$ cat src/design/assert_macros.svh
// assertion macros shared by the scaler modules
// no dependencies; assertions compile away when SYNTHESIS is defined
`ifndef ASSERT_MACROS_SVH
`define ASSERT_MACROS_SVH
`ifndef SYNTHESIS
`define RRPS_ASSERT(label, clk, rst_n, prop) \
    label: assert property (@(posedge clk) disable iff (!rst_n) prop) \
        else $error("rrps assertion failed");
`define RRPS_NEVER(label, clk, rst_n, expr) \
    label: assert property (@(posedge clk) disable iff (!rst_n) !(expr)) \
        else $error("rrps assertion failed");
`else
`define RRPS_ASSERT(label, clk, rst_n, prop)
`define RRPS_NEVER(label, clk, rst_n, expr)
`endif
`endif

$ cat src/design/rrps_pkg.sv
// types, sizes and helpers of the rounded-rect photo scaler
// used by every module of the block; no dependencies
package rrps_pkg;

    // store and dimension limits
    localparam int MAX_SOURCE_DIM = 256;
    localparam int MAX_KISS_DIM   = 2048;
    localparam int STORE_DEPTH    = MAX_SOURCE_DIM * MAX_SOURCE_DIM;
    localparam int ADDR_W         = $clog2(STORE_DEPTH);
    localparam int SDIM_W         = $clog2(MAX_SOURCE_DIM + 1);
    localparam int KDIM_W         = $clog2(MAX_KISS_DIM + 1);

    // field and register widths
    localparam int CFG_KISS_W  = 12;
    localparam int CFG_RAD_W   = 11;
    localparam int CFG_SRC_W   = 9;
    localparam int CFG_DATA_W  = 12;
    localparam int CFG_IDX_W   = 3;
    localparam int SRC_ADDR_W  = 16;
    localparam int COLOR_W     = 24;
    localparam int DEST_W      = 11;

    // derived arithmetic widths
    localparam int RAD_W   = CFG_RAD_W;
    localparam int SQ_W    = 2 * RAD_W;
    localparam int R2_W    = 2 * RAD_W;
    localparam int DRAW_W  = SDIM_W + KDIM_W;
    localparam int OFF_W   = DRAW_W + 1;
    localparam int POS_W   = OFF_W + 1;
    localparam int PROD_W  = POS_W - 1 + SDIM_W;
    localparam int RECIP_W = PROD_W + 1;
    localparam int DIV_W   = RECIP_W;
    localparam int DIV_CNT_W = $clog2(DIV_W);
    localparam int DSR_W   = (KDIM_W > SDIM_W + 1) ? KDIM_W : SDIM_W + 1;
    localparam int REM_W   = DSR_W + 1;
    localparam int MASK_W  = ((KDIM_W > DEST_W) ? KDIM_W : DEST_W) + 2;
    localparam int PM_W    = KDIM_W + SDIM_W;
    localparam int MUL_W   = PROD_W + RECIP_W;
    localparam int NP_W    = PROD_W + DSR_W;
    localparam int IX_W    = 2 * SDIM_W;

    // command queue between front and back
    localparam int CQ_DEPTH  = 4;
    localparam int CQ_PTR_W  = $clog2(CQ_DEPTH);
    localparam int CQ_CNT_W  = $clog2(CQ_DEPTH + 1);

    // result queue and its credit count
    localparam int OUT_DEPTH = 16;
    localparam int OPTR_W    = $clog2(OUT_DEPTH);
    localparam int OCNT_W    = $clog2(OUT_DEPTH + 1);
    localparam int CRED_W    = OCNT_W + 1;

    localparam logic [COLOR_W-1:0] WHITE = {3{8'hFF}};

    typedef enum logic [CFG_IDX_W-1:0] {
        REG_KISS_W  = 3'd0,
        REG_KISS_H  = 3'd1,
        REG_RADIUS  = 3'd2,
        REG_SRC_W   = 3'd3,
        REG_SRC_H   = 3'd4,
        REG_CROP    = 3'd5
    } t_reg_idx;

    typedef enum logic {
        OP_LOAD   = 1'b0,
        OP_RENDER = 1'b1
    } t_opcode;

    typedef struct packed {
        t_opcode                 opcode;
        logic [SRC_ADDR_W-1:0]   source_address;
        logic [COLOR_W-1:0]      source_color;
        logic [DEST_W-1:0]       dest_x;
        logic [DEST_W-1:0]       dest_y;
    } t_in_item;

    typedef struct packed {
        logic                written;
        logic                from_photo;
        logic [COLOR_W-1:0]  pixel_color;
    } t_out_item;

    // classified command handed from front to back
    typedef struct packed {
        logic                is_render;
        logic                ld_ok;
        logic [ADDR_W-1:0]   addr;
        logic [COLOR_W-1:0]  color;
        logic [DEST_W-1:0]   dest_x;
        logic [DEST_W-1:0]   dest_y;
    } t_cmd;

    // geometry computed once per configuration
    typedef struct packed {
        logic [KDIM_W-1:0]        kw;
        logic [KDIM_W-1:0]        kh;
        logic [SDIM_W-1:0]        sw;
        logic [SDIM_W-1:0]        sh;
        logic [RAD_W-1:0]         r;
        logic [R2_W-1:0]          r2;
        logic [DSR_W-1:0]         num;
        logic [SDIM_W-1:0]        den;
        logic [RECIP_W-1:0]       recip;
        logic [DRAW_W-1:0]        draw_w;
        logic [DRAW_W-1:0]        draw_h;
        logic signed [OFF_W-1:0]  off_x;
        logic signed [OFF_W-1:0]  off_y;
    } t_derived;

    function automatic logic [KDIM_W-1:0] clamp_kiss(input logic [CFG_KISS_W-1:0] v);
        logic [KDIM_W-1:0] res;
        if (v == '0) begin
            res = KDIM_W'(1);
        end else if (32'(v) > 32'(MAX_KISS_DIM)) begin
            res = KDIM_W'(MAX_KISS_DIM);
        end else begin
            res = KDIM_W'(v);
        end
        return res;
    endfunction

    function automatic logic [SDIM_W-1:0] clamp_src(input logic [CFG_SRC_W-1:0] v);
        logic [SDIM_W-1:0] res;
        if (v == '0) begin
            res = SDIM_W'(1);
        end else if (32'(v) > 32'(MAX_SOURCE_DIM)) begin
            res = SDIM_W'(MAX_SOURCE_DIM);
        end else begin
            res = SDIM_W'(v);
        end
        return res;
    endfunction

endpackage

$ cat src/design/rrps_front.sv
// front end: accepts items, classifies them and queues commands
// depends on rrps_pkg and assert_macros.svh
`include "assert_macros.svh"
module rrps_front (
    input  logic                i_clk,
    input  logic                i_rst_n,
    input  logic                i_push,
    input  rrps_pkg::t_in_item  i_item,
    input  logic                i_busy,
    output logic                o_full,
    output rrps_pkg::t_cmd      o_cmd,
    output logic                o_cmd_vld,
    input  logic                i_cmd_pop
);
    import rrps_pkg::*;

    t_cmd                 r_q [CQ_DEPTH];
    t_cmd                 cmd;
    logic [CQ_PTR_W-1:0]  r_wp, r_rp;
    logic [CQ_CNT_W-1:0]  r_cnt;
    logic                 wr, rd;

    // classify the incoming item
    always_comb begin
        cmd.is_render = i_item.opcode == OP_RENDER;
        cmd.ld_ok     = (i_item.opcode == OP_LOAD)
                        && (32'(i_item.source_address) < 32'(STORE_DEPTH));
        cmd.addr      = ADDR_W'(i_item.source_address);
        cmd.color     = i_item.source_color;
        cmd.dest_x    = i_item.dest_x;
        cmd.dest_y    = i_item.dest_y;
    end

    assign o_full    = i_busy || (r_cnt == CQ_CNT_W'(CQ_DEPTH));
    assign wr        = i_push && !o_full;
    assign o_cmd_vld = r_cnt != '0;
    assign rd        = i_cmd_pop && o_cmd_vld;
    assign o_cmd     = r_q[r_rp];

    // queue storage
    always_ff @(posedge i_clk) begin
        if (wr) begin
            r_q[r_wp] <= cmd;
        end
    end

    // queue pointers and fill count
    always_ff @(posedge i_clk) begin
        if (!i_rst_n) begin
            r_wp  <= '0;
            r_rp  <= '0;
            r_cnt <= '0;
        end else begin
            if (wr) begin
                r_wp <= r_wp + CQ_PTR_W'(1);
            end
            if (rd) begin
                r_rp <= r_rp + CQ_PTR_W'(1);
            end
            case ({wr, rd})
                2'b10:   r_cnt <= r_cnt + CQ_CNT_W'(1);
                2'b01:   r_cnt <= r_cnt - CQ_CNT_W'(1);
                default: r_cnt <= r_cnt;
            endcase
        end
    end

    `RRPS_NEVER(a_cq_underflow, i_clk, i_rst_n, i_cmd_pop && (r_cnt == '0))
    `RRPS_NEVER(a_cq_push_busy, i_clk, i_rst_n, wr && i_busy)

endmodule

$ cat config.mk
export PLATFORM = sky130hd
export DESIGN_NAME = rrps_front
export DESIGN_NICKNAME = d
export VERILOG_FILES = /design/src/design/rrps_pkg.sv /design/src/design/rrps_front.sv
export VERILOG_INCLUDE_DIRS = /design/src /design/src/design
export SDC_FILE = /design/constraint.sdc
export NUM_CORES = 1
export LEC_CHECK = 0
export ABC_AREA = 1
export BUFFER_PORTS_ARGS = -buffer_cell sky130_fd_sc_hd__buf_2
export CELL_PAD_IN_SITES_DETAIL_PLACEMENT = 0
export CELL_PAD_IN_SITES_GLOBAL_PLACEMENT = 1
export CORE_UTILIZATION = 47
export CTS_CLUSTER_SIZE = 24
export DETAILED_ROUTE_END_ITERATION = 16
export PLACE_DENSITY_LB_ADDON = 0.1
export SETUP_SLACK_MARGIN = 0.5
export SLEW_MARGIN = 25
export SYNTH_ARGS = -nofsm -noshare
export SYNTH_HDL_FRONTEND = slang
export SYNTH_SLANG_ARGS = --single-unit
$ cat constraint.sdc
create_clock -name i_clk -period 5.03 [get_ports i_clk]
set_clock_uncertainty 0.05 [all_clocks]
set_input_delay 0.2515 -clock i_clk [delete_from_list [all_inputs] [get_ports i_clk]]
set_output_delay 0.2515 -clock i_clk [all_outputs]
set_load 0.03 [all_outputs]
==> summary.txt <==
Route
  • Number of routed nets with antenna violations: 0
  • Detailed Route Iter0 Violations: 387
  • Drt drc: 0
  • Vias per inst: 5.24
  • Final routed wirelength across all metal layers: 21.0 mm
  • Routed len/inst: 17.7 µm
  • Met2 wire len: 10.4 mm
  • DR pass1 iterations: 5
  • Detailed route wirelength on metal3: 934 µm
  • Vias after detailed routing: 6190
  • Top metal layer carrying routed signals: met4
  • Met1 wire length: 9.33 mm

Timing
  • Measured slew at the worst slew-check pin: 0.957 ns
  • RSZ-0062 raised after global routing: no
  • Max-slew violation total from the final report: 0
  • Worst-case hold slack: 0.0154 ns
  • Slew headroom: 36.0%
  • Smallest setup slack after layout: 1.82 ns
  • Period minus WS final: 3.21 ns
  • Total negative setup slack: 0 ns
  • Final period utilization: 63.8%
  • Total of endpoints with negative setup slack in the final report: 0
  • Highest clock rate: 311 MHz
  • Count of endpoints failing hold in the final timing report: 0

Die
  • Std-Cell Core Area: 20600 µm²
  • Die Outline Area: 21900 µm²
  • Die Width: 148 µm
  • Die H: 148 µm
  • Cell Rows: 52
  • I/O pin count: 134
  • Initial Utilization: 48.6%

Critical path
  • Crit path arrival time: 2.91 ns
  • Capturing element type of the critical path: output port
  • Worst r2r dst: r_q[0][34]
  • Critical Path Fanout Max: 77
  • Worst setup SP type: register
  • Required @ worst endpoint: 4.73 ns
  • Number of cells on the worst reg-to-reg path: 5
  • Start-to-end type of the worst setup path: reg2out
  • Worst reg2reg path startpoint: r_cnt[1]
  • Register-to-register path setup slack: 2.33 ns

Layout
  • Layout Cells excl Fill: 1182
  • Sequential cell area: 7870 µm²
  • Area occupied by multi-input gates: 1800 µm²
  • Signed area change from the synthesized netlist to the final layout: 23.4%
  • Core utilization of the finished layout: 60.0%
  • Post-route cell area: 12300 µm²
  • Share of layout cells above drive strength 1: 20.4%
  • Net total in the final layout: 964
  • Fillers: 1679

Synth
  • Post-Synthesis Net Count: 767
  • Synthesized netlist cell count: 693
  • #FFs+latches synth: 265
  • Cell area after synthesis: 10000 µm²
  • Ys Warns: 0
  • Count of cell types in the netlist: 21
  • Sequential fraction of the synthesis area: 78.7%
  • Syn_area_per_cell: 14.4 µm²

CTS
  • CTS Root Buffer Type: sky130_fd_sc_hd__clkbuf_16
  • Clock-pin slew on the worst setup and hold paths: 0.06 ns
  • Clock tree from TritonCTS: built
  • Maximum buffer depth of the clock tree: 3
  • Number of clock sinks: 265
  • Inserted Clock Buffers: 27
  • H-tree Lvls: 1
  • Clock latency on the worst-skew pair: 0.52 ns
  • Number of resized instances in the post-cts repair step: 0

Global routing
  • Largest net degree at the start of global routing: 97
  • Initial antenna violation count: 1
  • Overall track demand over capacity in global routing: 19.6%
  • Wire length of the first global-routing pass: 33.6 mm
  • Final global-route overflow total: 0
  • Vias in the first global route: 6389

Placement
  • Routability-driven placement congestion ratio: 0.753
  • Cell area after placement: 10800 µm²
  • Count of input and output buffers: 133
  • Pre-CTS setup slack: 2.26 ns
  • Post-DP HPWL: 12.0 mm
  • Total instance count after detailed placement: 1065

Power and ir drop
  • Internal power: 4.03 mW
  • Switching share of power: 32.6%
  • Overall power consumption: 5.98 mW
  • Power share of the combinational group: 25.8%
  • Fraction of power consumed by sequential logic: 43.2%
  • Power per cell area: 484 nW/µm²
  • Part of the total power dissipated in the clock network: 31.0%
  • Switching Power: 1.95 mW
  • Static power due to leakage: 4.38 nW
  • Peak supply drop: 0.406 mV

Min path
  • Worst min-delay path category: in2reg
  • Hold-critical path depth: 3
  • Worst Hold Launch: i_cmd_pop

Job
  • Number of violations of the max-capacitance limit: 0

Run status
  • Outcome: complete, no violations
[cell usage in the layout, fill, tap and decap left out]
cell type	netlist	routed
sky130_fd_sc_hd__edfxtp_1	256	256
sky130_fd_sc_hd__nor2_1	140	136
sky130_fd_sc_hd__buf_2	1	133
sky130_fd_sc_hd__o21ai_0	75	75
sky130_fd_sc_hd__dlygate4sd3_1	0	65
sky130_fd_sc_hd__o22ai_1	64	64
sky130_fd_sc_hd__o21ai_1	56	56
sky130_fd_sc_hd__clkbuf_16	0	27
sky130_fd_sc_hd__inv_1	20	20
sky130_fd_sc_hd__nand2_1	16	16
sky130_fd_sc_hd__clkinv_1	1	12
sky130_fd_sc_hd__buf_4	6	10
sky130_fd_sc_hd__dfxtp_1	9	7
sky130_fd_sc_hd__ha_1	5	5
sky130_fd_sc_hd__nor2_4	0	4
sky130_fd_sc_hd__clkbuf_1	18	4
sky130_fd_sc_hd__clkinv_2	0	4
sky130_fd_sc_hd__nand3_1	3	3
sky130_fd_sc_hd__a21oi_1	2	2
sky130_fd_sc_hd__nand4_1	2	2
sky130_fd_sc_hd__bufinv_16	0	2
sky130_fd_sc_hd__diode_2	0	1
sky130_fd_sc_hd__inv_4	0	1
sky130_fd_sc_hd__inv_2	1	1
sky130_fd_sc_hd__a21boi_0	1	1
sky130_fd_sc_hd__fa_1	1	1
sky130_fd_sc_hd__dfxtp_4	0	1
sky130_fd_sc_hd__dfxtp_2	0	1
sky130_fd_sc_hd__inv_6	0	1
sky130_fd_sc_hd__buf_16	0	1
[worst max-delay path, stage by stage (launching register included)]
cell                      delay [ns]
sky130_fd_sc_hd__dfxtp_4        0.45
sky130_fd_sc_hd__inv_4          0.64
sky130_fd_sc_hd__buf_4          0.62
sky130_fd_sc_hd__nor2_1         0.08
sky130_fd_sc_hd__o22ai_1        0.29
sky130_fd_sc_hd__buf_2          0.26
[cell families (layout without fill, tap and decap cells)]
kind of cell | count (synthesis) | count (layout) | share of synthesized area, %
buffers and inverters | 63 | 281 | 3.62
adder cells (fa/ha/maj) | 6 | 6 | 0.826
AO/OA/AOI/OAI | 198 | 198 | 10.7
AND/OR/NAND/NOR | 161 | 161 | 6.13
flip-flops | 265 | 265 | 78.7
other | 0 | 1 | 0
[synthesized netlist by cell type]
library cell	number	share of area [%]
sky130_fd_sc_hd__a21boi_0	1	0.075
sky130_fd_sc_hd__a21oi_1	2	0.10
sky130_fd_sc_hd__buf_2	1	0.050
sky130_fd_sc_hd__buf_4	6	0.45
sky130_fd_sc_hd__buf_6	13	1.5
sky130_fd_sc_hd__clkbuf_1	18	0.68
sky130_fd_sc_hd__clkbuf_2	3	0.15
sky130_fd_sc_hd__clkinv_1	1	0.038
sky130_fd_sc_hd__dfxtp_1	9	1.8
sky130_fd_sc_hd__edfxtp_1	256	77
sky130_fd_sc_hd__fa_1	1	0.20
sky130_fd_sc_hd__ha_1	5	0.63
sky130_fd_sc_hd__inv_1	20	0.75
sky130_fd_sc_hd__inv_2	1	0.038
sky130_fd_sc_hd__nand2_1	16	0.60
sky130_fd_sc_hd__nand3_1	3	0.15
sky130_fd_sc_hd__nand4_1	2	0.13
sky130_fd_sc_hd__nor2_1	140	5.3
sky130_fd_sc_hd__o21ai_0	75	3.8
sky130_fd_sc_hd__o21ai_1	56	2.8
sky130_fd_sc_hd__o22ai_1	64	4.0
[power by group through the flow]
stage	clock network (mW)	registers [mW]	logic, mW
2_1_floorplan	0	2.61	1.14
4_1_cts	1.89	2.59	1.56
6_report	1.85	2.58	1.54
5_1_grt	1.99	2.59	1.68
3_3_place_gp	0	2.63	1.49
3_5_place_dp	0	2.63	1.51
[per-layer routing]
metal / global-route usage [%] / vias to the layer above
li1: - / 2990
met5: 0 / -
met1: 26.0 / 3038
met2: 34.1 / 136
met3: 3.18 / 26
met4: 4.74 / 0
[state kept, by name, indices dropped and copies added (netlist names), named ones only]
name   count
r_rp       2
r_q      256
r_cnt      3
r_wp       2
[worst max-delay path by stage]
stage                   from          to  slack [ns]  cells past startpoint
finish              register    o_cmd[7]        1.82                      5
global route        register    o_cmd[3]        1.58                      5
CTS                 register    o_cmd[7]        1.78                      5
detailed placement  r_cnt[1]  r_q[0][14]        2.26                      5
global placement    r_cnt[1]  r_q[0][32]        2.37                      5
floorplan           r_cnt[1]   r_q[0][0]        1.12                      4
[area by class of cell]
type                            count  area share, %
Inverter                           22          0.689
Timing Repair Buffer              209           11.5
Clock buffer                       31           5.60
Multi-Input combinational cell    365           14.6
Sequential cell                   265           63.8
Tap cell                          270           2.74
Antenna cell                        1         0.0203
Clock inverter                     19           1.08
[repair_timing]
item,in CTS,in global routing
endpoints found under the hold margin,256,0
buffers inserted,0,0
hold buffers,65,0
(Power assumes the default switching activity.)
