$ cat src/design/assert_macros.svh
// assertion macros shared by the scaler modules
// no dependencies; assertions compile away when SYNTHESIS is defined
`ifndef ASSERT_MACROS_SVH
`define ASSERT_MACROS_SVH
`ifndef SYNTHESIS
`define RRPS_ASSERT(label, clk, rst_n, prop) \
    label: assert property (@(posedge clk) disable iff (!rst_n) prop) \
        else $error("rrps assertion failed");
`define RRPS_NEVER(label, clk, rst_n, expr) \
    label: assert property (@(posedge clk) disable iff (!rst_n) !(expr)) \
        else $error("rrps assertion failed");
`else
`define RRPS_ASSERT(label, clk, rst_n, prop)
`define RRPS_NEVER(label, clk, rst_n, expr)
`endif
`endif

$ cat src/design/rrps_pkg.sv
// types, sizes and helpers of the rounded-rect photo scaler
// used by every module of the block; no dependencies
package rrps_pkg;

    // store and dimension limits
    localparam int MAX_SOURCE_DIM = 256;
    localparam int MAX_KISS_DIM   = 2048;
    localparam int STORE_DEPTH    = MAX_SOURCE_DIM * MAX_SOURCE_DIM;
    localparam int ADDR_W         = $clog2(STORE_DEPTH);
    localparam int SDIM_W         = $clog2(MAX_SOURCE_DIM + 1);
    localparam int KDIM_W         = $clog2(MAX_KISS_DIM + 1);

    // field and register widths
    localparam int CFG_KISS_W  = 12;
    localparam int CFG_RAD_W   = 11;
    localparam int CFG_SRC_W   = 9;
    localparam int CFG_DATA_W  = 12;
    localparam int CFG_IDX_W   = 3;
    localparam int SRC_ADDR_W  = 16;
    localparam int COLOR_W     = 24;
    localparam int DEST_W      = 11;

    // derived arithmetic widths
    localparam int RAD_W   = CFG_RAD_W;
    localparam int SQ_W    = 2 * RAD_W;
    localparam int R2_W    = 2 * RAD_W;
    localparam int DRAW_W  = SDIM_W + KDIM_W;
    localparam int OFF_W   = DRAW_W + 1;
    localparam int POS_W   = OFF_W + 1;
    localparam int PROD_W  = POS_W - 1 + SDIM_W;
    localparam int RECIP_W = PROD_W + 1;
    localparam int DIV_W   = RECIP_W;
    localparam int DIV_CNT_W = $clog2(DIV_W);
    localparam int DSR_W   = (KDIM_W > SDIM_W + 1) ? KDIM_W : SDIM_W + 1;
    localparam int REM_W   = DSR_W + 1;
    localparam int MASK_W  = ((KDIM_W > DEST_W) ? KDIM_W : DEST_W) + 2;
    localparam int PM_W    = KDIM_W + SDIM_W;
    localparam int MUL_W   = PROD_W + RECIP_W;
    localparam int NP_W    = PROD_W + DSR_W;
    localparam int IX_W    = 2 * SDIM_W;

    // command queue between front and back
    localparam int CQ_DEPTH  = 4;
    localparam int CQ_PTR_W  = $clog2(CQ_DEPTH);
    localparam int CQ_CNT_W  = $clog2(CQ_DEPTH + 1);

    // result queue and its credit count
    localparam int OUT_DEPTH = 16;
    localparam int OPTR_W    = $clog2(OUT_DEPTH);
    localparam int OCNT_W    = $clog2(OUT_DEPTH + 1);
    localparam int CRED_W    = OCNT_W + 1;

    localparam logic [COLOR_W-1:0] WHITE = {3{8'hFF}};

    typedef enum logic [CFG_IDX_W-1:0] {
        REG_KISS_W  = 3'd0,
        REG_KISS_H  = 3'd1,
        REG_RADIUS  = 3'd2,
        REG_SRC_W   = 3'd3,
        REG_SRC_H   = 3'd4,
        REG_CROP    = 3'd5
    } t_reg_idx;

    typedef enum logic {
        OP_LOAD   = 1'b0,
        OP_RENDER = 1'b1
    } t_opcode;

    typedef struct packed {
        t_opcode                 opcode;
        logic [SRC_ADDR_W-1:0]   source_address;
        logic [COLOR_W-1:0]      source_color;
        logic [DEST_W-1:0]       dest_x;
        logic [DEST_W-1:0]       dest_y;
    } t_in_item;

    typedef struct packed {
        logic                written;
        logic                from_photo;
        logic [COLOR_W-1:0]  pixel_color;
    } t_out_item;

    // classified command handed from front to back
    typedef struct packed {
        logic                is_render;
        logic                ld_ok;
        logic [ADDR_W-1:0]   addr;
        logic [COLOR_W-1:0]  color;
        logic [DEST_W-1:0]   dest_x;
        logic [DEST_W-1:0]   dest_y;
    } t_cmd;

    // geometry computed once per configuration
    typedef struct packed {
        logic [KDIM_W-1:0]        kw;
        logic [KDIM_W-1:0]        kh;
        logic [SDIM_W-1:0]        sw;
        logic [SDIM_W-1:0]        sh;
        logic [RAD_W-1:0]         r;
        logic [R2_W-1:0]          r2;
        logic [DSR_W-1:0]         num;
        logic [SDIM_W-1:0]        den;
        logic [RECIP_W-1:0]       recip;
        logic [DRAW_W-1:0]        draw_w;
        logic [DRAW_W-1:0]        draw_h;
        logic signed [OFF_W-1:0]  off_x;
        logic signed [OFF_W-1:0]  off_y;
    } t_derived;

    function automatic logic [KDIM_W-1:0] clamp_kiss(input logic [CFG_KISS_W-1:0] v);
        logic [KDIM_W-1:0] res;
        if (v == '0) begin
            res = KDIM_W'(1);
        end else if (32'(v) > 32'(MAX_KISS_DIM)) begin
            res = KDIM_W'(MAX_KISS_DIM);
        end else begin
            res = KDIM_W'(v);
        end
        return res;
    endfunction

    function automatic logic [SDIM_W-1:0] clamp_src(input logic [CFG_SRC_W-1:0] v);
        logic [SDIM_W-1:0] res;
        if (v == '0) begin
            res = SDIM_W'(1);
        end else if (32'(v) > 32'(MAX_SOURCE_DIM)) begin
            res = SDIM_W'(MAX_SOURCE_DIM);
        end else begin
            res = SDIM_W'(v);
        end
        return res;
    endfunction

endpackage

$ cat src/design/rrps_setup.sv
// configuration registers and geometry sequencer of the scaler
// depends on rrps_pkg and assert_macros.svh; one shared radix-2 divider
`include "assert_macros.svh"
module rrps_setup (
    input  logic                               i_clk,
    input  logic                               i_rst_n,
    input  logic                               i_cfg_we,
    input  logic [rrps_pkg::CFG_IDX_W-1:0]     i_cfg_index,
    input  logic [rrps_pkg::CFG_DATA_W-1:0]    i_cfg_data,
    output rrps_pkg::t_derived                 o_drv,
    output logic                               o_busy
);
    import rrps_pkg::*;

    typedef enum logic [9:0] {
        ST_IDLE = 10'b0000000001,
        ST_CMP  = 10'b0000000010,
        ST_SEL  = 10'b0000000100,
        ST_LW   = 10'b0000001000,
        ST_DW   = 10'b0000010000,
        ST_LH   = 10'b0000100000,
        ST_DH   = 10'b0001000000,
        ST_LM   = 10'b0010000000,
        ST_DM   = 10'b0100000000,
        ST_FIN  = 10'b1000000000
    } t_state;

    t_state r_state, n_state;

    logic [CFG_KISS_W-1:0] r_kw_cfg, r_kh_cfg;
    logic [CFG_RAD_W-1:0]  r_rad;
    logic [CFG_SRC_W-1:0]  r_sw_cfg, r_sh_cfg;
    logic                  r_crop;

    logic [KDIM_W-1:0] kw, kh;
    logic [SDIM_W-1:0] sw, sh;

    logic [PM_W-1:0]      r_pa, r_pb;
    logic [DSR_W-1:0]     r_num;
    logic [SDIM_W-1:0]    r_den;
    logic [DIV_W-1:0]     r_dvd, n_dvd;
    logic [DSR_W-1:0]     r_rem, n_rem, r_dsr;
    logic [DIV_CNT_W-1:0] r_cnt;
    logic [DSR_W:0]       trial;
    logic                 ge, div_last, pick;
    logic [DRAW_W-1:0]    r_draw_w, r_draw_h;
    logic [RECIP_W-1:0]   r_recip;
    logic [R2_W-1:0]      r_r2;
    logic signed [OFF_W-1:0] r_off_x, r_off_y;
    logic [DIV_W-1:0]     dvd_w, dvd_h;

    // centering offset, truncated toward zero
    function automatic logic signed [OFF_W-1:0] center_off(
        input logic [KDIM_W-1:0] k, input logic [DRAW_W-1:0] d);
        logic signed [OFF_W-1:0] diff;
        diff = OFF_W'(k) - OFF_W'(d);
        return signed'(diff + OFF_W'(diff[OFF_W-1])) >>> 1;
    endfunction

    // configuration register writes
    always_ff @(posedge i_clk) begin
        if (!i_rst_n) begin
            r_kw_cfg <= CFG_KISS_W'(1);
            r_kh_cfg <= CFG_KISS_W'(1);
            r_rad    <= '0;
            r_sw_cfg <= CFG_SRC_W'(1);
            r_sh_cfg <= CFG_SRC_W'(1);
            r_crop   <= 1'b1;
        end else if (i_cfg_we) begin
            unique case (t_reg_idx'(i_cfg_index))
                REG_KISS_W: r_kw_cfg <= i_cfg_data[CFG_KISS_W-1:0];
                REG_KISS_H: r_kh_cfg <= i_cfg_data[CFG_KISS_W-1:0];
                REG_RADIUS: r_rad    <= i_cfg_data[CFG_RAD_W-1:0];
                REG_SRC_W:  r_sw_cfg <= i_cfg_data[CFG_SRC_W-1:0];
                REG_SRC_H:  r_sh_cfg <= i_cfg_data[CFG_SRC_W-1:0];
                REG_CROP:   r_crop   <= i_cfg_data[0];
                default: ;
            endcase
        end
    end

    // clamped dimensions
    assign kw = clamp_kiss(r_kw_cfg);
    assign kh = clamp_kiss(r_kh_cfg);
    assign sw = clamp_src(r_sw_cfg);
    assign sh = clamp_src(r_sh_cfg);

    // ratio choice and divider step
    assign pick     = r_crop ? (r_pa > r_pb) : (r_pa < r_pb);
    assign trial    = {r_rem, r_dvd[DIV_W-1]};
    assign ge       = trial >= {1'b0, r_dsr};
    assign n_rem    = ge ? DSR_W'(trial - {1'b0, r_dsr}) : DSR_W'(trial);
    assign n_dvd    = {r_dvd[DIV_W-2:0], ge};
    assign div_last = r_cnt == DIV_CNT_W'(DIV_W - 1);
    assign dvd_w    = ((DIV_W'(sw) * DIV_W'(r_num)) << 1) + DIV_W'(r_den);
    assign dvd_h    = ((DIV_W'(sh) * DIV_W'(r_num)) << 1) + DIV_W'(r_den);

    // sequencer next state
    always_comb begin
        n_state = r_state;
        unique case (r_state)
            ST_IDLE: n_state = ST_IDLE;
            ST_CMP:  n_state = ST_SEL;
            ST_SEL:  n_state = ST_LW;
            ST_LW:   n_state = ST_DW;
            ST_DW:   n_state = div_last ? ST_LH : ST_DW;
            ST_LH:   n_state = ST_DH;
            ST_DH:   n_state = div_last ? ST_LM : ST_DH;
            ST_LM:   n_state = ST_DM;
            ST_DM:   n_state = div_last ? ST_FIN : ST_DM;
            ST_FIN:  n_state = ST_IDLE;
            default: n_state = ST_CMP;
        endcase
        if (i_cfg_we) begin
            n_state = ST_CMP;
        end
    end

    always_ff @(posedge i_clk) begin
        if (!i_rst_n) begin
            r_state <= ST_CMP;
        end else begin
            r_state <= n_state;
        end
    end

    // sequencer datapath
    always_ff @(posedge i_clk) begin
        unique case (r_state)
            ST_CMP: begin
                r_pa <= PM_W'(kw) * PM_W'(sh);
                r_pb <= PM_W'(kh) * PM_W'(sw);
            end
            ST_SEL: begin
                r_num <= pick ? DSR_W'(kw) : DSR_W'(kh);
                r_den <= pick ? sw : sh;
            end
            ST_LW: begin
                r_dvd <= dvd_w;
                r_dsr <= DSR_W'(r_den) << 1;
                r_rem <= '0;
                r_cnt <= '0;
            end
            ST_LH: begin
                r_draw_w <= DRAW_W'(r_dvd);
                r_dvd    <= dvd_h;
                r_rem    <= '0;
                r_cnt    <= '0;
            end
            ST_LM: begin
                r_draw_h <= DRAW_W'(r_dvd);
                r_dvd    <= DIV_W'(1) << PROD_W;
                r_dsr    <= r_num;
                r_rem    <= '0;
                r_cnt    <= '0;
            end
            ST_DW, ST_DH, ST_DM: begin
                r_dvd <= n_dvd;
                r_rem <= n_rem;
                r_cnt <= r_cnt + DIV_CNT_W'(1);
            end
            ST_FIN: begin
                r_recip <= r_dvd;
                r_off_x <= center_off(kw, r_draw_w);
                r_off_y <= center_off(kh, r_draw_h);
                r_r2    <= R2_W'(r_rad) * R2_W'(r_rad);
            end
            default: ;
        endcase
    end

    // derived geometry
    always_comb begin
        o_drv.kw     = kw;
        o_drv.kh     = kh;
        o_drv.sw     = sw;
        o_drv.sh     = sh;
        o_drv.r      = r_rad;
        o_drv.r2     = r_r2;
        o_drv.num    = r_num;
        o_drv.den    = r_den;
        o_drv.recip  = r_recip;
        o_drv.draw_w = r_draw_w;
        o_drv.draw_h = r_draw_h;
        o_drv.off_x  = r_off_x;
        o_drv.off_y  = r_off_y;
    end

    assign o_busy = r_state != ST_IDLE;

    `RRPS_ASSERT(a_busy_after_cfg, i_clk, i_rst_n, i_cfg_we |=> o_busy)
    `RRPS_ASSERT(a_div_starts_clear, i_clk, i_rst_n, (r_state == ST_LW) |=> (r_cnt == '0))

endmodule

$ cat config.mk
export PLATFORM = sky130hd
export DESIGN_NAME = rrps_setup
export DESIGN_NICKNAME = d
export VERILOG_FILES = /design/src/design/rrps_pkg.sv /design/src/design/rrps_setup.sv
export VERILOG_INCLUDE_DIRS = /design/src /design/src/design
export SDC_FILE = /design/constraint.sdc
export NUM_CORES = 2
export LEC_CHECK = 0
export BUFFER_PORTS_ARGS = -buffer_cell sky130_fd_sc_hd__buf_2
export CORE_UTILIZATION = 43
export DETAILED_ROUTE_END_ITERATION = 6
export SLEW_MARGIN = 10
export SYNTH_ARGS = -nofsm -noshare
export SYNTH_HDL_FRONTEND = slang
export SYNTH_SLANG_ARGS = --single-unit
export TNS_END_PERCENT = 50
$ cat constraint.sdc
create_clock -name i_clk -period 7 [get_ports i_clk]
set_input_delay 0 -clock i_clk [delete_from_list [all_inputs] [get_ports i_clk]]
set_output_delay 0 -clock i_clk [all_outputs]
set_load 0.03 [all_outputs]
==> results by stage <==
Route:
- The aggregate routed wire length is just over 90 mm.
- The wire length per cell is 19.7 µm.
- The via-per-instance ratio is 5.28.
- In the routed design, unresolved DRC markers number 0.
- Before antenna repair, the detailed router went through 5 iterations.
- For this block, the via count after detailed routing is 24691.
- Once detail routing completed, the nets flagged for antenna violations numbered 0.
- In this run, the number of DRC markers left after iteration 0 of detailed routing was 1634.

GRT:
- Entering global routing, the biggest net connects 63 pins.
- The number of global-route vias before repair is between 20000 and 30000.
- In this run the most used layer during global routing was met2.
- The number of antenna violations at the first check in global routing is 4.
- The met1 track utilization from global routing is between 30 and 40%.
- Summed over all layers, the global routing overflow is 0.
- The wire length of the first global-routing pass is approximately 150 mm.
- The total routing usage reported by global routing is approximately a quarter.
- For met2 alone, demand over resource in global routing was 39.6%.
- The met3 demand-to-capacity share in global routing is 5.08%.

STA:
- The final critical-path share of the clock period is 93.7%.
- For the pin with the worst max-slew slack, the measured transition is 1.17 ns.
- The final number of hold-violating endpoints is 0.
- The final period demand of the worst path is 6.56 ns.
- Setup repair after global routing left no endpoint under its margin.
- For this run, the top clock speed supported by timing is about 0.15 GHz.
- The final number of setup-violating endpoints is 0.
- The worst setup skew after layout is 0.0371 ns.
- The worst pin sits at a relative slew slack of 22.0%.
- The final-layout setup total negative slack is 0 ns.
- The number of max-slew violations in the final report is 0.
- Hold timing on the final database bottoms out at a slack of 0.0434 ns.

Power:
- The internal power is around 0.0034 W.
- Summed over all cells, the static leakage comes to 17.8 nW.
- The sequential share of power is around 47%.
- The clock network is responsible for around 44% of the overall power.
- The switching power of the nets is approximately 0.0011 W.
- Combinational logic is responsible for 9.2% of the overall power.
- For this design the ratio of total power to cell area is roughly 120 nW/µm².
- VDD sags by at most ~0.14 mV.
- Net switching is between 20% and 30% of the power.

Critical path:
- The cell with the biggest individual delay on the critical path is sky130_fd_sc_hd__fa_1.
- The setup path with the least slack is of type reg2reg.
- The cell with the most instances on the worst path is sky130_fd_sc_hd__inv_1.
- At the worst endpoint, the arrival time is ~7 ns.
- Counting cells, the worst reg-to-reg path comes to 25.
- The worst setup path is captured at a flip-flop.
- The element type at the critical path start is a flip-flop.
- The required time reported for the critical path endpoint is between 7 and 8 ns.
- The largest fanout on the critical path is 17.
- The stage delay of the slowest cell on the critical path is 0.57 ns.

Cells and area:
- The layout has 7114 filler cells.
- The layout overhead on the synthesized area is 11.8%.
- With fillers left out, the area of the finished cells amounts to 36700 µm².
- Cells with a size suffix above 1 make up 11.5% of the layout.
- The number of nets in the final layout is 4332.

Logic synthesis:
- The sequential-to-total area share from yosys stat is 27.8%.
- The dominant synthesized flop cell is sky130_fd_sc_hd__edfxtp_1.
- The synthesized design contains approximately 260 enable-type register cells.
- The number of cells produced by synthesis is 3442.
- The net count of the mapped netlist is 4096.
- Dividing the synthesized area by the synthesized cell count gives 9.53 µm².
- The library cell occupying the most area in the post-synthesis netlist is sky130_fd_sc_hd__edfxtp_1.
- The count of synthesis-stage warnings from yosys is 0.
- After synthesis, the cell types taking the most area are sky130_fd_sc_hd__edfxtp_1, sky130_fd_sc_hd__fa_1, sky130_fd_sc_hd__ha_1.
- Synthesis inferred 325 register bits.
- Counting distinct cell types in the post-synthesis netlist gives 98.
- The summed instance area of the synthesized netlist is ~33000 µm².
- The share of synthesized area in the top cell type comes to 23.9%.
- In the synthesized netlist the async set-or-reset flop fraction comes to 0%.

Floorplanning:
- The number of rows created at floorplan is 100.
- From bottom edge to top edge, the die measures between 200 and 300 µm.
- The width of the chip is 278 µm.
- In this run the standard cell core region covers 74900 µm².
- For this configuration, the core starts out at a cell density of 43.8%.
- The full die area is roughly 77000 µm².
- 233 I/O pins were placed.

Clock tree:
- The depth of the CTS H-tree is 2.
- The cell chosen for the clock root is sky130_fd_sc_hd__clkbuf_16.
- The insertion delay of the later-clocked pin in the worst-skew pair is 0.57 ns.
- The TritonCTS clock tree is built.
- The maximum root-to-sink buffer count is 3.
- The number of setup buffers added after CTS is 0.
- The clock slew seen by the registers of the worst setup and hold paths is 0.06 ns.
- The number of CTS-inserted buffers is 38.
- For this design, the sink count on the clock tree is 325.

Worst hold path:
- The worst hold path was traced through 2 stages.
- The path class of the tightest hold or removal check is in2reg.

Run status:
- The run finished with clean final reports.

Placement:
- The placed instances occupy a cell area of roughly 35000 µm².
- The detailed placer's ending HPWL is 72.5 mm.
- During placement, the flow inserted port buffers numbering roughly 230.
- Routability-driven placement finished with a final weighted congestion of ~0.88.

Flow run:
- The tool flagged a number of max-cap violations equal to 0.
[layer usage]
metal	share of wire (%)	vias up
met5	0.18	-
met1	43	12172
met2	47	710
met4	3.0	6
met3	7.0	139
li1	-	11664
[synthesized netlist by cell type, types with 5 or more instances]
cell type	count
sky130_fd_sc_hd__a211o_1	10
sky130_fd_sc_hd__a211oi_1	11
sky130_fd_sc_hd__a21boi_0	53
sky130_fd_sc_hd__a21o_1	38
sky130_fd_sc_hd__a21oi_1	92
sky130_fd_sc_hd__a31oi_1	13
sky130_fd_sc_hd__and2_1	213
sky130_fd_sc_hd__and3_1	18
sky130_fd_sc_hd__and4_1	6
sky130_fd_sc_hd__clkbuf_1	114
sky130_fd_sc_hd__clkinv_1	5
sky130_fd_sc_hd__dfxtp_1	64
sky130_fd_sc_hd__edfxtp_1	261
sky130_fd_sc_hd__fa_1	352
sky130_fd_sc_hd__ha_1	284
sky130_fd_sc_hd__inv_1	558
sky130_fd_sc_hd__mux2_2	10
sky130_fd_sc_hd__mux2i_1	25
sky130_fd_sc_hd__nand2_1	487
sky130_fd_sc_hd__nand2b_1	40
sky130_fd_sc_hd__nand3_1	55
sky130_fd_sc_hd__nand4_1	14
sky130_fd_sc_hd__nor2_1	194
sky130_fd_sc_hd__nor2b_1	30
sky130_fd_sc_hd__nor3_1	48
sky130_fd_sc_hd__nor3_2	5
sky130_fd_sc_hd__nor3b_1	5
sky130_fd_sc_hd__nor4_1	14
sky130_fd_sc_hd__nor4b_1	5
sky130_fd_sc_hd__o2111ai_1	6
sky130_fd_sc_hd__o211ai_1	15
sky130_fd_sc_hd__o21a_1	18
sky130_fd_sc_hd__o21ai_0	61
sky130_fd_sc_hd__o21bai_1	12
sky130_fd_sc_hd__o31a_1	5
sky130_fd_sc_hd__o31ai_1	11
sky130_fd_sc_hd__or2_2	15
sky130_fd_sc_hd__or3_1	17
sky130_fd_sc_hd__xnor2_1	114
sky130_fd_sc_hd__xor2_1	46
[path summary, 6_finish.rpt]
path	startpoint	end	slack, ns
max reg2reg	r_sw_cfg[4]	r_dvd[18]	0.44
min	i_rst_n	r_crop	0.04
min reg2reg	r_dvd[22]	r_recip[22]	0.45
max	r_sw_cfg[4]	r_dvd[18]	0.44
[flip-flops by register name, summed over array words and instances, names as in the netlist, 21 cells and up]
signal    cells
r_draw_h     21
r_draw_w     21
r_recip      32
r_off_y      21
r_pa         21
r_off_x      21
r_dvd        32
r_r2         21
r_pb         21
[cells by family (layout without fill, tap and decap cells)]
family                     count (synthesis)  after routing  share of synthesized area (%)
AOI/OAI and AO/OA                        409            409                           8.94
xor gates and xnor gates                 160            160                           4.27
adders and majority gates                636            636                           32.3
buffers and inverters                    687            953                           7.94
DFF                                      325            325                           27.8
muxes                                     36             36                           1.15
other                                      1              2                         0.0114
and+or+nand+nor                         1188           1188                           17.6
[worst max-delay path, delay by kind of cell, from the launching register on]
kind                     cells  cell delay (ns)
buffers and inverters        6             0.80
adder cells (fa/ha/maj)      6             2.13
flip-flops                   1             0.32
AND/OR/NAND/NOR              6             1.39
AO/OA/AOI/OAI                7             1.64
[layout by cell type, fill, tap and decap left out, types with 18 or more instances in the layout]
| cell type | instances |
|---|---|
| sky130_fd_sc_hd__inv_1 | 557 |
| sky130_fd_sc_hd__nand2_1 | 487 |
| sky130_fd_sc_hd__fa_1 | 352 |
| sky130_fd_sc_hd__ha_1 | 284 |
| sky130_fd_sc_hd__edfxtp_1 | 261 |
| sky130_fd_sc_hd__buf_2 | 231 |
| sky130_fd_sc_hd__and2_1 | 213 |
| sky130_fd_sc_hd__nor2_1 | 193 |
| sky130_fd_sc_hd__xnor2_1 | 114 |
| sky130_fd_sc_hd__a21oi_1 | 92 |
| sky130_fd_sc_hd__buf_4 | 70 |
| sky130_fd_sc_hd__dfxtp_1 | 64 |
| sky130_fd_sc_hd__o21ai_0 | 61 |
| sky130_fd_sc_hd__nand3_1 | 55 |
| sky130_fd_sc_hd__a21boi_0 | 53 |
| sky130_fd_sc_hd__nor3_1 | 47 |
| sky130_fd_sc_hd__xor2_1 | 46 |
| sky130_fd_sc_hd__nand2b_1 | 40 |
| sky130_fd_sc_hd__clkbuf_16 | 40 |
| sky130_fd_sc_hd__a21o_1 | 38 |
| sky130_fd_sc_hd__nor2b_1 | 25 |
| sky130_fd_sc_hd__mux2i_1 | 24 |
| sky130_fd_sc_hd__and3_1 | 18 |
| sky130_fd_sc_hd__o21a_1 | 18 |
| sky130_fd_sc_hd__dlygate4sd3_1 | 18 |
[repair_timing]
item                       in CTS  in global routing
resized for setup               0                  1
setup endpoints to repair       0                  1
hold buffers                   18                  0
hold endpoints to repair       57                  0
[metrics by stage]
| stage | instances | total power [W] | util (%) | worst slack [ns] |
|---|---|---|---|---|
| 3_5_place_dp | 4589 | 0.00258 | 47.0 | 0.463 |
| 2_1_floorplan | 3442 | 0.00244 | - | 0.580 |
| 6_report | 4678 | 0.00453 | 48.9 | 0.443 |
| 3_3_place_gp | 4589 | 0.00258 | 47.0 | 0.559 |
| 5_1_grt | 4677 | 0.00469 | 48.9 | 0.0545 |
| 4_1_cts | 4677 | 0.00458 | 48.9 | 0.414 |
[power groups by stage]
stage               Sequential, W  Clock (W)  Combinational, W
finish                    0.00213    0.00199          0.000417
global route              0.00213    0.00209          0.000460
CTS                       0.00213    0.00203          0.000417
detailed placement        0.00217          0          0.000406
global placement          0.00217          0          0.000405
floorplan                 0.00216          0          0.000273
[cell type report]
type                       count  area, µm²  area share (%)
multi-input combinational   2430      21100            57.6
sequential                   325       9120            24.9
inverter                     564       2120            5.78
timing repair buffer         319       1860            5.08
tap                          969       1210            3.31
clock buffer                  52       1070            2.91
clock inverter                18        163           0.444
antenna                        1       2.50         0.00682
(Power assumes the default switching activity.)
